===== config.mk =====
export PLATFORM = sky130hd
export DESIGN_NAME = qrs_div_cell
export DESIGN_NICKNAME = d
export VERILOG_FILES = /design/src/hw/rtl/qrs_pkg.sv /design/src/hw/rtl/qrs_div_cell.sv
export SDC_FILE = /design/constraint.sdc
export NUM_CORES = 1
export LEC_CHECK = 0
export BUFFER_PORTS_ARGS = -buffer_cell sky130_fd_sc_hd__buf_2
export CAP_MARGIN = 15
export CORE_AREA = 5 5 242 244
export DETAILED_ROUTE_END_ITERATION = 7
export DIE_AREA = 0 0 247 249
export PLACE_DENSITY = 0.49
export SYNTH_ARGS = -nofsm -noshare
export SYNTH_HDL_FRONTEND = slang
export SYNTH_SLANG_ARGS = --single-unit

===== constraint.sdc =====
create_clock -name clk -period 2.6 [get_ports clk]
set_input_delay 0 -clock clk [delete_from_list [all_inputs] [get_ports clk]]
set_output_delay 0 -clock clk [all_outputs]
set_load 0.01 [all_outputs]

===== src/hw/rtl/qrs_pkg.sv =====
// quadratic root solver: shared types, widths and codes
// used by every module of the solver, depends on nothing
`timescale 1ns / 1ps
package qrs_pkg;

  localparam int QRS_COEF_WIDTH = 32;
  localparam int QRS_FRAC_BITS  = 16;

  localparam logic [1:0] KIND_NONE     = 2'd0;
  localparam logic [1:0] KIND_ONE      = 2'd1;
  localparam logic [1:0] KIND_TWO      = 2'd2;
  localparam logic [1:0] KIND_INFINITE = 2'd3;

  localparam logic [1:0] REG_COEFF_EPS = 2'd0;
  localparam logic [1:0] REG_DISC_EPS  = 2'd1;
  localparam logic [1:0] REG_ROOT_EPS  = 2'd2;

  typedef struct packed {
    logic signed [QRS_COEF_WIDTH-1:0] coef_quad;
    logic signed [QRS_COEF_WIDTH-1:0] coef_lin;
    logic signed [QRS_COEF_WIDTH-1:0] coef_const;
  } qrs_coef_t;

  typedef struct packed {
    logic [1:0]                       root_kind;
    logic signed [QRS_COEF_WIDTH-1:0] root_low;
    logic signed [QRS_COEF_WIDTH-1:0] root_high;
    logic                             overflow;
  } qrs_root_t;

  typedef struct packed {
    logic [1:0] kind;
    logic       div_on;
    logic       dsign;
    logic       dz;
    logic       neg1;
    logic       neg2;
    logic       nz1;
    logic       nz2;
  } qrs_side_t;

  function automatic logic [QRS_COEF_WIDTH-1:0] qrs_mag(input logic [QRS_COEF_WIDTH-1:0] x);
    qrs_mag = x[QRS_COEF_WIDTH-1] ? (~x + 1'b1) : x;
  endfunction

endpackage


===== src/hw/rtl/qrs_div_cell.sv =====
// quadratic root solver: one quotient bit of the two-lane long division chain
// depends on qrs_pkg
`timescale 1ns / 1ps
module qrs_div_cell #(
  parameter int NB  = 50,
  parameter int RMW = 34,
  parameter int DMW = 33
) (
  input  logic               clk,
  input  logic               rst,
  input  logic               en,
  input  logic               v_in,
  input  qrs_pkg::qrs_side_t side_in,
  input  logic [DMW-1:0]     dm_in,
  input  logic [NB-1:0]      num1_in,
  input  logic [NB-1:0]      num2_in,
  input  logic [RMW-1:0]     rem1_in,
  input  logic [RMW-1:0]     rem2_in,
  input  logic [NB-1:0]      q1_in,
  input  logic [NB-1:0]      q2_in,
  output logic               v_out,
  output qrs_pkg::qrs_side_t side_out,
  output logic [DMW-1:0]     dm_out,
  output logic [NB-1:0]      num1_out,
  output logic [NB-1:0]      num2_out,
  output logic [RMW-1:0]     rem1_out,
  output logic [RMW-1:0]     rem2_out,
  output logic [NB-1:0]      q1_out,
  output logic [NB-1:0]      q2_out
);
  import qrs_pkg::*;

  logic [RMW-1:0] t1, t2, dmx;
  logic           ge1, ge2;

  always_comb begin
    dmx = {{(RMW-DMW){1'b0}}, dm_in};
    t1  = {rem1_in[RMW-2:0], num1_in[NB-1]};
    t2  = {rem2_in[RMW-2:0], num2_in[NB-1]};
    ge1 = t1 >= dmx;
    ge2 = t2 >= dmx;
  end

  always_ff @(posedge clk) begin
    if (rst) begin
      v_out <= 1'b0;
    end else if (en) begin
      v_out <= v_in;
    end
  end

  always_ff @(posedge clk) begin
    if (en) begin
      side_out <= side_in;
      dm_out   <= dm_in;
      num1_out <= {num1_in[NB-2:0], 1'b0};
      num2_out <= {num2_in[NB-2:0], 1'b0};
      rem1_out <= ge1 ? (t1 - dmx) : t1;
      rem2_out <= ge2 ? (t2 - dmx) : t2;
      q1_out   <= {q1_in[NB-2:0], ge1};
      q2_out   <= {q2_in[NB-2:0], ge2};
    end
  end

endmodule


**Word level (Yosys, flattened, before mapping)**

Index checks and enable logic that the tools add are counted.

- Output and inout bits: 311
- Bits in registers: 309
- Bits of input ports: 314
- Logic and storage cells: 22

- Muxes and demuxes: 2
- Add/subtract/negate cells: 2
- $lt $le $gt $ge: 2

Operator list:

| cell | number |
|---|---|
| $ge 34x33->1 | 2 |
| $mux 34 | 2 |
| $sub 34x33->34 | 2 |

**Depth between registers and ports, before layout**

- Depth after elaboration: 2
- Gate-level depth with buffers: 14

**Worst setup path before layout**

Ideal clock, no wire load.

- Path kind: input to register
- Start point: in num2_in[49]
- End point: reg rem2_out[12] (data pin)
- Data arrival time: 2306 ps
- Setup time: 262 ps
- Path slack: 32 ps
- Path buffers: 1
- Required time: 2338 ps
- Cell stages on the path: 13
- Path through: inv_1 > ha_1 > inv_1 > fa_1 > a21oi_1 > o211ai_1 > a21oi_1 > o21ai_1 > o31ai_4 > o211a_2 > inv_2 > buf_4 > mux2_1

- Word-level cells in the longest chain between the ends: 2

RTL lines:

| what | line | RTL |
|---|---|---|
| start: declaration | qrs_div_cell.sv:16 | `input logic [NB-1:0] num2_in,` |
| $sub 34x33->34 or $ge 34x33->1 (tied branches) | qrs_div_cell.sv:59, qrs_div_cell.sv:41 |  |
| $mux 34 (*) | qrs_div_cell.sv:59 | `rem2_out <= ge2 ? (t2 - dmx) : t2;` |
| end signal: assignment | qrs_div_cell.sv:59 |  |
| end: declaration | qrs_div_cell.sv:27 | `output logic [RMW-1:0] rem2_out,` |

Every way passes the cells marked *; elsewhere a longest branch is shown, timed or not.
A chain may end at the register's enable or synchronous reset.

**Worst setup path after layout**

- Start point: in rem1_in[20]
- End point: reg rem1_out[33] (data pin)

- Word-level cells in the longest chain between the ends: 2

RTL lines:

| what | line | RTL |
|---|---|---|
| start: declaration | qrs_div_cell.sv:17 | `input logic [RMW-1:0] rem1_in,` |
| $sub 34x33->34 or $ge 34x33->1 (tied branches) | qrs_div_cell.sv:58, qrs_div_cell.sv:40 |  |
| $mux 34 (*) | qrs_div_cell.sv:58 | `rem1_out <= ge1 ? (t1 - dmx) : t1;` |
| end signal: assignment | qrs_div_cell.sv:58 |  |
| end: declaration | qrs_div_cell.sv:26 | `output logic [RMW-1:0] rem1_out,` |

Marks and branches as above.

==> impl_results.md <==
- Status: finished, violations left
- Failing checks: negative hold slack
- Worst R2R Path Depth: 3
- Worst Skew: 0 ps
- Post-synth EDFFs: 308
- CP Cell Sequence: dlygate4sd3_1, buf_2, ha_1, a21oi_1, nor2_1, or2_2, a21o_1, o41a_1, a2111oi_2, o21ai_1, xnor2_1
- Worst hold slack: -158 ps
- Die X: 247 um
- CTS tree: yes
- Vias in the first global route: roughly 13000
- Congestion Overflow GR: 0
- Post-Syn Instances: 950
- Slowest CP cell: dlygate4sd3_1
- Initial Util: 24.8%
- Antenna-violating nets left: 0
- Max-slew headroom: approximately three fifths
- Max Fclk: 0.397 GHz
- Fin util: ~42%
- Max Cap Viol: 0
- Dpl hpwl: 46.4 mm
- Req. time, crit path: between 2000 and 3000 ps
- Post-synthesis sequential element count: between 300 and 400
- Wire length per cell: roughly 21 um
- Vias/cell: 4.39
- Minimum clock period: about 2500 ps
- Final net count: 2465
- Hold worst-path end: rem2_out[1]
- Final Cell Area: 23700 um^2
- Initial drt markers: between 700 and 800
- Worst-margin pin slew: 578 ps
- Row count: between 80 and 90
- Synth top cells by count: edfxtp_1 (308), a21oi_1 (86), ha_1 (66)
- Worst hold path class: in2reg
- Post-CTS setup buffer count: 0
- Power per cell area: 626 nW/um^2
- Post-Syn Area: 13900 um^2
- Min-delay src: rem2_in[0]
- Via Count: 12600
- Grt peak-use layer: met2
- # port buffers: between 600 and 700
- Routed wire length: about 60 mm
- Share of cells above drive strength 1: 43.0%
- VDD IR max: 0.374 mV
- Setup violators final: 0
- DRT Pass-1 Iters: 4
- Clk sink count: approximately 310
- Met2 Usage GRT: 32.7%
- Dominant synthesized flop cell: edfxtp_1
- Sequential-to-total area share from yosys stat: 66.8%
- Most frequent cell after synthesis: edfxtp_1
- Max Root-Sink Buffers: 3
- CTS clk-pin slew, worst paths: 60 ps
- Total global-route track usage: 18.3%
- Pleak: 10.4 nW
- Worst EP arrival: around 2800 ps
- Synth top area share: 66.6%
- RSZ-0062 raised after global routing: yes
- # IOs: about 630
- Final Slew Violations: 0
- Largest delay share family, worst path: compound AO/OA/AOI/OAI gates
- Buf+Inv Stages, Crit Path: 2
- First-pass GRT wire length: 85.6 mm
- Core Region: 56100 um^2
- DRC viols: 0
- Clock latency on the worst-skew pair: 520 ps
- Mapped Avg Cell Area: between 10 and 15 um^2
- Final GP Congestion: 0.889
- Library cells used by synthesis: 78
- Synth warn: 0
- Die Ht: 249 um
- Setup TNS: 0 ps
- Root Buffer: clkbuf_16
- Crit Path Max Fanout: 4
- Area grow syn2layout: 70.7%
- Worst Setup Start Kind: input pin
- Antenna violations before repair: 9
- Hold Violations, Final: 1
- Area contributors post-synth: edfxtp_1 (67%), ha_1 (5.9%), a21oi_1 (3.1%), xnor2_1 (2.6%), mux2_1 (2.2%)
- TritonCTS Buffers: 37
- Period Utilization, post-route: 96.9%
- Met1 Track Usage GR: 19.7%
- Worst reg2reg startpoint: v_out
- H-tree depth: 2
- Total power: 14.8 mW
- Die area: 61500 um^2
- WS Path Type: in2reg
- Hold path cells: 2
- Largest net degree at the start of global routing: 60
- Crit path largest cell delay: 540 ps
- RR Endpoint: v_out
- Synth area leader: edfxtp_1
- Fraction of registers with async set/reset: 0%
- R2R setup slack: between 1000 and 1500 ps
- Area after DPL: 19300 um^2
- Endpoint class of the critical path: flop
- Grt met3 use: 5.00%
==> final cells by class <==
type                       instances  area (um^2)
inverter                          62          235
tap                              756          946
clock inverter                    18          224
antenna                            4         10.0
sequential                       309         9270
timing repair buffer            1113         7680
fill                            5273        32400
multi-input combinational        560         4350
clock buffer                      46          981
==> power breakdown <==
group	leakage (nW)	total, mW	internal, mW	switching (mW)
combinational	6.75	3.36	1.64	1.72
clock	0.581	5.24	3.17	2.07
sequential	3.02	6.23	6.07	0.159
total	10.4	14.8	10.9	3.95
==> layout by cell type (no fill, tap or decap), types with 29 or more instances in the layout <==
cell           netlist  routed
ha_1                66      65
xnor2_1             42      42
buf_4                7     179
inv_1               61      61
dlygate4sd3_1        0     309
nor2_1              49      49
clkbuf_16            0      40
edfxtp_1           308     308
nand2_1             29      29
buf_2                7     617
a21oi_1             86      83
==> how the worst max path moves through the flow <==
stage,from,slack [ps],endpoint,cells after the start
floorplan,num2_in[49],30,rem2_out[12],13
global placement,dm_in[0],-410,rem1_out[17],14
detailed placement,dm_in[0],-450,rem1_out[17],14
CTS,rem2_in[21],3,rem2_out[32],10
global route,rem2_in[21],-0.6,rem2_out[30],11
finish,rem1_in[20],80,rem1_out[33],11
==> stage by stage <==
step           std cells  setup WS [ps]
3_5_place_dp        2489           -453
3_3_place_gp        2489           -415
6_report            2868           79.9
4_1_cts             2861           3.19
5_1_grt             2867         -0.611
2_1_floorplan        951           32.1
==> flip-flops by register name (all words and copies together), names as in the netlist <==
signal    count
dm_out       33
rem1_out     34
v_out         1
rem2_out     34
q1_out       50
num1_out     49
q2_out       50
num2_out     49
side_out      9
==> routing by layer <==
layer / vias to the layer above / part of all wire (%)
met5: - / 0.094
met4: 8 / 5.8
met3: 124 / 7.8
met2: 513 / 50
met1: 6019 / 36
li1: 5925 / -
==> worst register-to-register path, cell delays in order (launching register included) <==
cell and delay [ps]:
dfxtp_1 300, mux2i_1 130, nor2_1 50, dlygate4sd3_1 540
==> timing repair <==
item	CTS	global route
setup endpoints to repair	0	61
endpoints found under the hold margin	352	2
hold buffers	308	1
resized for setup	0	17
==> logic make-up (layout without fill, tap and decap cells) <==
group / Yosys count / count (layout) / synth area share, %
AO/OA/AOI/OAI: 236 / 236 / 12.0
XOR/XNOR: 56 / 56 / 3.53
adder cells (fa/ha/maj): 68 / 68 / 6.24
buffers and inverters: 82 / 1239 / 2.47
flip-flops: 309 / 309 / 66.8
multiplexers: 41 / 41 / 3.30
other: 1 / 6 / 0.0270
AND/OR/NAND/NOR: 157 / 157 / 5.65
No activity file was read; power rests on OpenSTA's default activity.
