==> src/hw/rtl/qrs_pkg.sv <==
// quadratic root solver: shared types, widths and codes
// used by every module of the solver, depends on nothing
`timescale 1ns / 1ps
package qrs_pkg;

  localparam int QRS_COEF_WIDTH = 32;
  localparam int QRS_FRAC_BITS  = 16;

  localparam logic [1:0] KIND_NONE     = 2'd0;
  localparam logic [1:0] KIND_ONE      = 2'd1;
  localparam logic [1:0] KIND_TWO      = 2'd2;
  localparam logic [1:0] KIND_INFINITE = 2'd3;

  localparam logic [1:0] REG_COEFF_EPS = 2'd0;
  localparam logic [1:0] REG_DISC_EPS  = 2'd1;
  localparam logic [1:0] REG_ROOT_EPS  = 2'd2;

  typedef struct packed {
    logic signed [QRS_COEF_WIDTH-1:0] coef_quad;
    logic signed [QRS_COEF_WIDTH-1:0] coef_lin;
    logic signed [QRS_COEF_WIDTH-1:0] coef_const;
  } qrs_coef_t;

  typedef struct packed {
    logic [1:0]                       root_kind;
    logic signed [QRS_COEF_WIDTH-1:0] root_low;
    logic signed [QRS_COEF_WIDTH-1:0] root_high;
    logic                             overflow;
  } qrs_root_t;

  typedef struct packed {
    logic [1:0] kind;
    logic       div_on;
    logic       dsign;
    logic       dz;
    logic       neg1;
    logic       neg2;
    logic       nz1;
    logic       nz2;
  } qrs_side_t;

  function automatic logic [QRS_COEF_WIDTH-1:0] qrs_mag(input logic [QRS_COEF_WIDTH-1:0] x);
    qrs_mag = x[QRS_COEF_WIDTH-1] ? (~x + 1'b1) : x;
  endfunction

endpackage

==> src/hw/rtl/qrs_sqrt_cell.sv <==
// quadratic root solver: one bit of the restoring square root chain
// depends on qrs_pkg
`timescale 1ns / 1ps
module qrs_sqrt_cell #(
  parameter int DW = 66,
  parameter int RW = 33,
  parameter int AW = 68,
  parameter int K  = 0
) (
  input  logic               clk,
  input  logic               rst,
  input  logic               en,
  input  logic               v_in,
  input  qrs_pkg::qrs_side_t side_in,
  input  logic [DW-1:0]      rem_in,
  input  logic [RW-1:0]      r_in,
  input  logic [AW-1:0]      aux_in,
  output logic               v_out,
  output qrs_pkg::qrs_side_t side_out,
  output logic [DW-1:0]      rem_out,
  output logic [RW-1:0]      r_out,
  output logic [AW-1:0]      aux_out
);
  import qrs_pkg::*;

  logic [DW:0] trial;
  logic [DW:0] diff;
  logic        fits;

  always_comb begin
    trial = ({{(DW+1-RW){1'b0}}, r_in} << (K+1)) + ({{DW{1'b0}}, 1'b1} << (2*K));
    diff  = {1'b0, rem_in} - trial;
    fits  = {1'b0, rem_in} >= trial;
  end

  always_ff @(posedge clk) begin
    if (rst) begin
      v_out <= 1'b0;
    end else if (en) begin
      v_out <= v_in;
    end
  end

  always_ff @(posedge clk) begin
    if (en) begin
      side_out <= side_in;
      aux_out  <= aux_in;
      rem_out  <= fits ? diff[DW-1:0] : rem_in;
      r_out    <= fits ? (r_in | ({{(RW-1){1'b0}}, 1'b1} << K)) : r_in;
    end
  end

endmodule

==> config.mk <==
export PLATFORM = sky130hd
export DESIGN_NAME = qrs_sqrt_cell
export DESIGN_NICKNAME = d
export VERILOG_FILES = /design/src/hw/rtl/qrs_pkg.sv /design/src/hw/rtl/qrs_sqrt_cell.sv
export SDC_FILE = /design/constraint.sdc
export NUM_CORES = 1
export LEC_CHECK = 0
export BUFFER_PORTS_ARGS = -buffer_cell sky130_fd_sc_hd__buf_2
export CAP_MARGIN = 20
export CORE_ASPECT_RATIO = 1.25
export CORE_MARGIN = 1.5
export CORE_UTILIZATION = 42
export CTS_CLUSTER_DIAMETER = 100
export DETAILED_ROUTE_END_ITERATION = 16
export GPL_TIMING_DRIVEN = 0
export PLACE_DENSITY = 0.7
export SLEW_MARGIN = 20
export SYNTH_ARGS = -nofsm -noshare
export SYNTH_HDL_FRONTEND = slang
export SYNTH_SLANG_ARGS = --single-unit
==> constraint.sdc <==
create_clock -name clk -period 6.5 [get_ports clk]
set_input_delay 0.975 -clock clk [delete_from_list [all_inputs] [get_ports clk]]
set_output_delay 0.975 -clock clk [all_outputs]
set_load 0.01 [all_outputs]
# After elaboration in Yosys (flattened, before gate mapping)
# Index checks and enable logic that the tools add are counted.
# totals
in_bits	180
out_inout_bits	177
elab_cells	17
regBits	177
# classes
magnitude_cmp	1
muxes	1
add_sub_neg	2
# op_table
op	count
$ge A66 B35 Y1	1
$mux W66	1
$sub A66 B35 Y66	1
$add A34 B1 Y35 const B	1

# Depth between registers and ports, before layout
# logic_depth
depth_word	3
depth_mapped	14
depth_no_buf	10

# Worst setup path before layout
# No wires, ideal clock.
# synth_path
path_kind	input-to-reg
from	input port r_in[29]
to	register rem_out[50], data pin
t_required_ns	6.234
setup_ns	0.266
stages	12
t_arrival_ns	3.504
slack_ns	2.731
path_buffers	2
cell_sequence	inv_1 ha_1 buf_2 nand4_1 or4_1 nor2_1 a31oi_4 a211o_1 or3_1 buf_4 nor4b_4 xor2_1
# synth_between
elab_chain_len	3
word_cells_on_any_way	4
cone_classes	2 x add/sub; 1 x order compare; 1 x mux
# synth_lines
element	line	rtl
start: declaration	qrs_sqrt_cell.sv:16	input logic [RW-1:0] r_in,
$add A34 B1 Y35 *	qrs_sqrt_cell.sv:31	trial = ({{(DW+1-RW){1'b0}}, r_in} << (K+1)) + ({{DW{1'b0}}, 1'b1} << (2*K));
$sub A66 B35 Y66 or $ge A66 B35 Y1 (tied branches)	qrs_sqrt_cell.sv:32, qrs_sqrt_cell.sv:33	
$mux W66 *	qrs_sqrt_cell.sv:48	rem_out <= fits ? diff[DW-1:0] : rem_in;
end signal: assignment	qrs_sqrt_cell.sv:48	
end: declaration	qrs_sqrt_cell.sv:20	output logic [DW-1:0] rem_out,
# Mark *: on every way between the ends. The rest lies on a longest branch, timed or not.
# A chain may end at the register's enable or synchronous reset.

# Worst setup path in the final report
# layout_path
from	input port r_in[11]
to	register rem_out[47], data pin
# Same word-level chain as after synthesis.

==> flow_metrics.env <==
export IMPL_drt_initial_drc_count=489
export IMPL_yosysSeqAreaShare_pct=60.2
export IMPL_route_antenna_remaining_nets=0
export IMPL_setup_violations=0
export IMPL_power_switching_uw=887
export IMPL_slew_viol_final=0
export IMPL_syn_nets=953
export IMPL_clkTransAtPathRegs_ns=0.08
export IMPL_viasPerCell=5.26
export IMPL_final_cell_area_um2=11600
export IMPL_whs_ns=0.515
export IMPL_syn_area_um2=8810
export IMPL_cts_buffer_depth=2
export IMPL_synth_cell_types=60
export IMPL_hold_path_class="register to register"
export IMPL_powerDensity_nw_per_um2=261
export IMPL_synth_top_area_share_pct=60.0
export IMPL_power_uw=3020
export IMPL_synthTopCellsByArea="edfxtp_1 (60%), ha_1 (4.8%), a21oi_1 (4.2%)"
export IMPL_cp_end_kind="register"
export IMPL_crit_top_cell="nand4_1"
export IMPL_grt_max_degree=93
export IMPL_synth_warnings=0
export IMPL_start_util_pct=42.6
export IMPL_synth_cells=738
export IMPL_crit_family="simple AND/OR/NAND/NOR gates"
export IMPL_whs_endpoint="v_out$_SDFFE_PP0P_"
export IMPL_regArea_um2=5310
export IMPL_synth_edf_count=176
export IMPL_power_leakage_uw=0.00489
export IMPL_utilization_pct=56.0
export IMPL_slowest_stage="nor4_1"
export IMPL_critPathMaxFanout=10
export IMPL_timing_final_crit_share_pct=63.2
export IMPL_maxCapViolCount=0
export IMPL_power_frac_seq_pct=46.7
export IMPL_skew_ns=0
export IMPL_overflow=0
export IMPL_route_detailed_drc=0
export IMPL_slew_limit_headroom_pct=31.3
export IMPL_ys_flop_type="edfxtp_1"
export IMPL_wirelength_um=26900
export IMPL_syn_area_per_cell_um2=11.9
export IMPL_critPathBufInv=4
export IMPL_portBuffers=356
export IMPL_core_area_um2=20700
export IMPL_worstPathRequired_ns=6.70
export IMPL_antenna_found_initial=0
export IMPL_cts_htree_levels=4
export IMPL_wl_per_cell_um=19.2
export IMPL_gp_congestion=0.886
export IMPL_vdd_ir_drop_max_mv=0.172
export IMPL_cts_buffers=17
export IMPL_drive_above_1_share_pct=36.6
export IMPL_die_area_um2=21900
export IMPL_holdCritStartpoint="v_out$_SDFFE_PP0P_"
export IMPL_fmax_ghz=0.243
export IMPL_clk_latency_ns=0.44
export IMPL_cts_tree="built"
export IMPL_die_x_um=133
export IMPL_vias=7379
export IMPL_synthArstFlopShare_pct=0
export IMPL_grt_pass1_vias=7215
export IMPL_worst_pin_slew_ns=1.03
export IMPL_multi_input_area_um2=3190
export IMPL_r2r_worst_path_cells=2
export IMPL_critPathMaxStageDelay_ns=0.86
export IMPL_clkPwrFrac_pct=34.7
export IMPL_post_cts_setup_buffers=0
export IMPL_synth_seq_cells=177
export IMPL_track_usage_pct=24.4
export IMPL_fillerInstances=1811
export IMPL_cts_sinks=177
export IMPL_dp_hpwl_um=21200
export IMPL_rsz0062_at_grt="false"
export IMPL_final_min_clock_period_ns=4.11
export IMPL_clockRootBuffer="clkbuf_16"
export IMPL_cp_start_kind="input port"
export IMPL_cts_hold_buf=0
export IMPL_place_area_um2=11000
export IMPL_worst_setup_path_type="input port to register"
export IMPL_r2r_start="v_out$_SDFFE_PP0P_"
export IMPL_rows=59
export IMPL_worst_r2r_endpoint="v_out$_SDFFE_PP0P_"
export IMPL_finalHoldViolCount=0
export IMPL_r2r_slack_ns=5.91
export IMPL_power_frac_comb_pct=18.6
export IMPL_crit_chain="buf_2, inv_1, ha_1, clkbuf_1, nand4_1, nor4_1, a31oi_4, buf_6, a2111oi_0, nand4_1, xnor2_1"
export IMPL_fp_dieH_um=165
export IMPL_internal_power_uw=2130
export IMPL_p_sw_share_pct=29.4
export IMPL_min_path_cells=2
export IMPL_grt_pass1_wl_um=39800
export IMPL_drtPass1Iterations=5
export IMPL_fin_tns_setup_ns=0
export IMPL_cts_repair_resized=0
export IMPL_crit_arrival_ns=4.30
export IMPL_status="complete, no violations"
export IMPL_area_growth_pct=31.4
export IMPL_ios=357
export IMPL_synth_top_cell_by_area="edfxtp_1"
export IMPL_fin_nets=1329
-- power groups by stage --
stage / Combinational (uW) / Sequential, uW / Clock, uW
CTS: 564 / 1410 / 1070
global placement: 553 / 1440 / 0
detailed placement: 560 / 1430 / 0
global route: 616 / 1420 / 1110
floorplan: 227 / 1500 / 0
finish: 561 / 1410 / 1050
-- worst min-delay path: cells and delay by family (launching register included) --
kind / cells / cell delay, ns
and+or+nand+nor: 1 / 0.08
muxes: 1 / 0.07
DFF: 1 / 0.34
-- synth_stat cells (all sizes together), types with 13 or more instances --
cell type,count
nand2,52
nor2,56
nor4,13
xnor2,35
a21oi,74
clkbuf,24
nand3,19
xor2,23
nand4,20
edfxtp,176
ha,34
o21ai,26
inv,44
-- worst max path at each step --
stage | start | to | slack [ns] | cells past startpoint
floorplan | r_in[29] | rem_out[50]$_DFFE_PP_ | 2.73 | 12
global placement | r_in[11] | rem_out[63]$_DFFE_PP_ | 1.99 | 10
detailed placement | r_in[11] | rem_out[43]$_DFFE_PP_ | 1.95 | 11
CTS | r_in[11] | rem_out[43]$_DFFE_PP_ | 2.39 | 11
global route | r_in[20] | rem_out[47]$_DFFE_PP_ | 2.12 | 13
finish | r_in[11] | rem_out[47]$_DFFE_PP_ | 2.39 | 11
-- routing by layer --
metal / GRT usage [%] / routed length [um] / vias up
met5: 0 / 0 / -
li1: - / - / 3509
met2: 45.0 / 14100 / 319
met3: 7.21 / 2090 / 56
met1: 26.6 / 10100 / 3495
met4: 8.94 / 711 / 0
-- state kept, by name, indices dropped and copies added (netlist names) --
register and flops:
r_out 33, aux_out 68, v_out 1, side_out 9, rem_out 66
-- cell families after synthesis --
group	count (synthesis)	synth area share [%]
XOR/XNOR	58	5.76
adder cells (fa/ha/maj)	35	5.05
AO/OA/AOI/OAI	175	12.5
multiplexers	3	0.369
buffers and inverters	76	3.55
flip-flops	177	60.2
AND/OR/NAND/NOR	214	12.6
-- per-stage QoR --
| step | setup slack (ns) | instances |
|---|---|---|
| finish | 2.39 | 1402 |
| global route | 2.12 | 1401 |
| CTS | 2.39 | 1401 |
| detailed placement | 1.95 | 1369 |
| global placement | 1.99 | 1368 |
| floorplan | 2.73 | 738 |
-- final cells by class --
type                            count  area share, %
Clock buffer                       17           3.67
Timing Repair Buffer              357           15.7
Buffer                             32           1.27
Sequential cell                   177           45.8
Antenna cell                        1         0.0216
Inverter                           44           1.43
Multi-Input combinational cell    485           27.6
Tap cell                          274           2.96
Clock inverter                     15           1.53
-- placed cells by master, fill, tap and decap left out, types with 5 or more instances in the layout --
master and count:
ha_1 34, buf_2 359, xor2_1 23, clkbuf_1 24, edfxtp_1 176, nand3_1 19, a31oi_1 5, clkbuf_16 17
a21o_1 9, o21ai_0 21, a21oi_1 74, o21ai_1 5, o21a_1 10, nor3_1 11, nor4_1 11, o211ai_1 6
nand4_1 20, xnor2_1 35, or3_1 9, inv_6 5, a211oi_1 11, and3_1 5, nor2_1 55, o21bai_1 8
inv_1 44, nand2_1 52
Power figures use the tool's default switching activity.
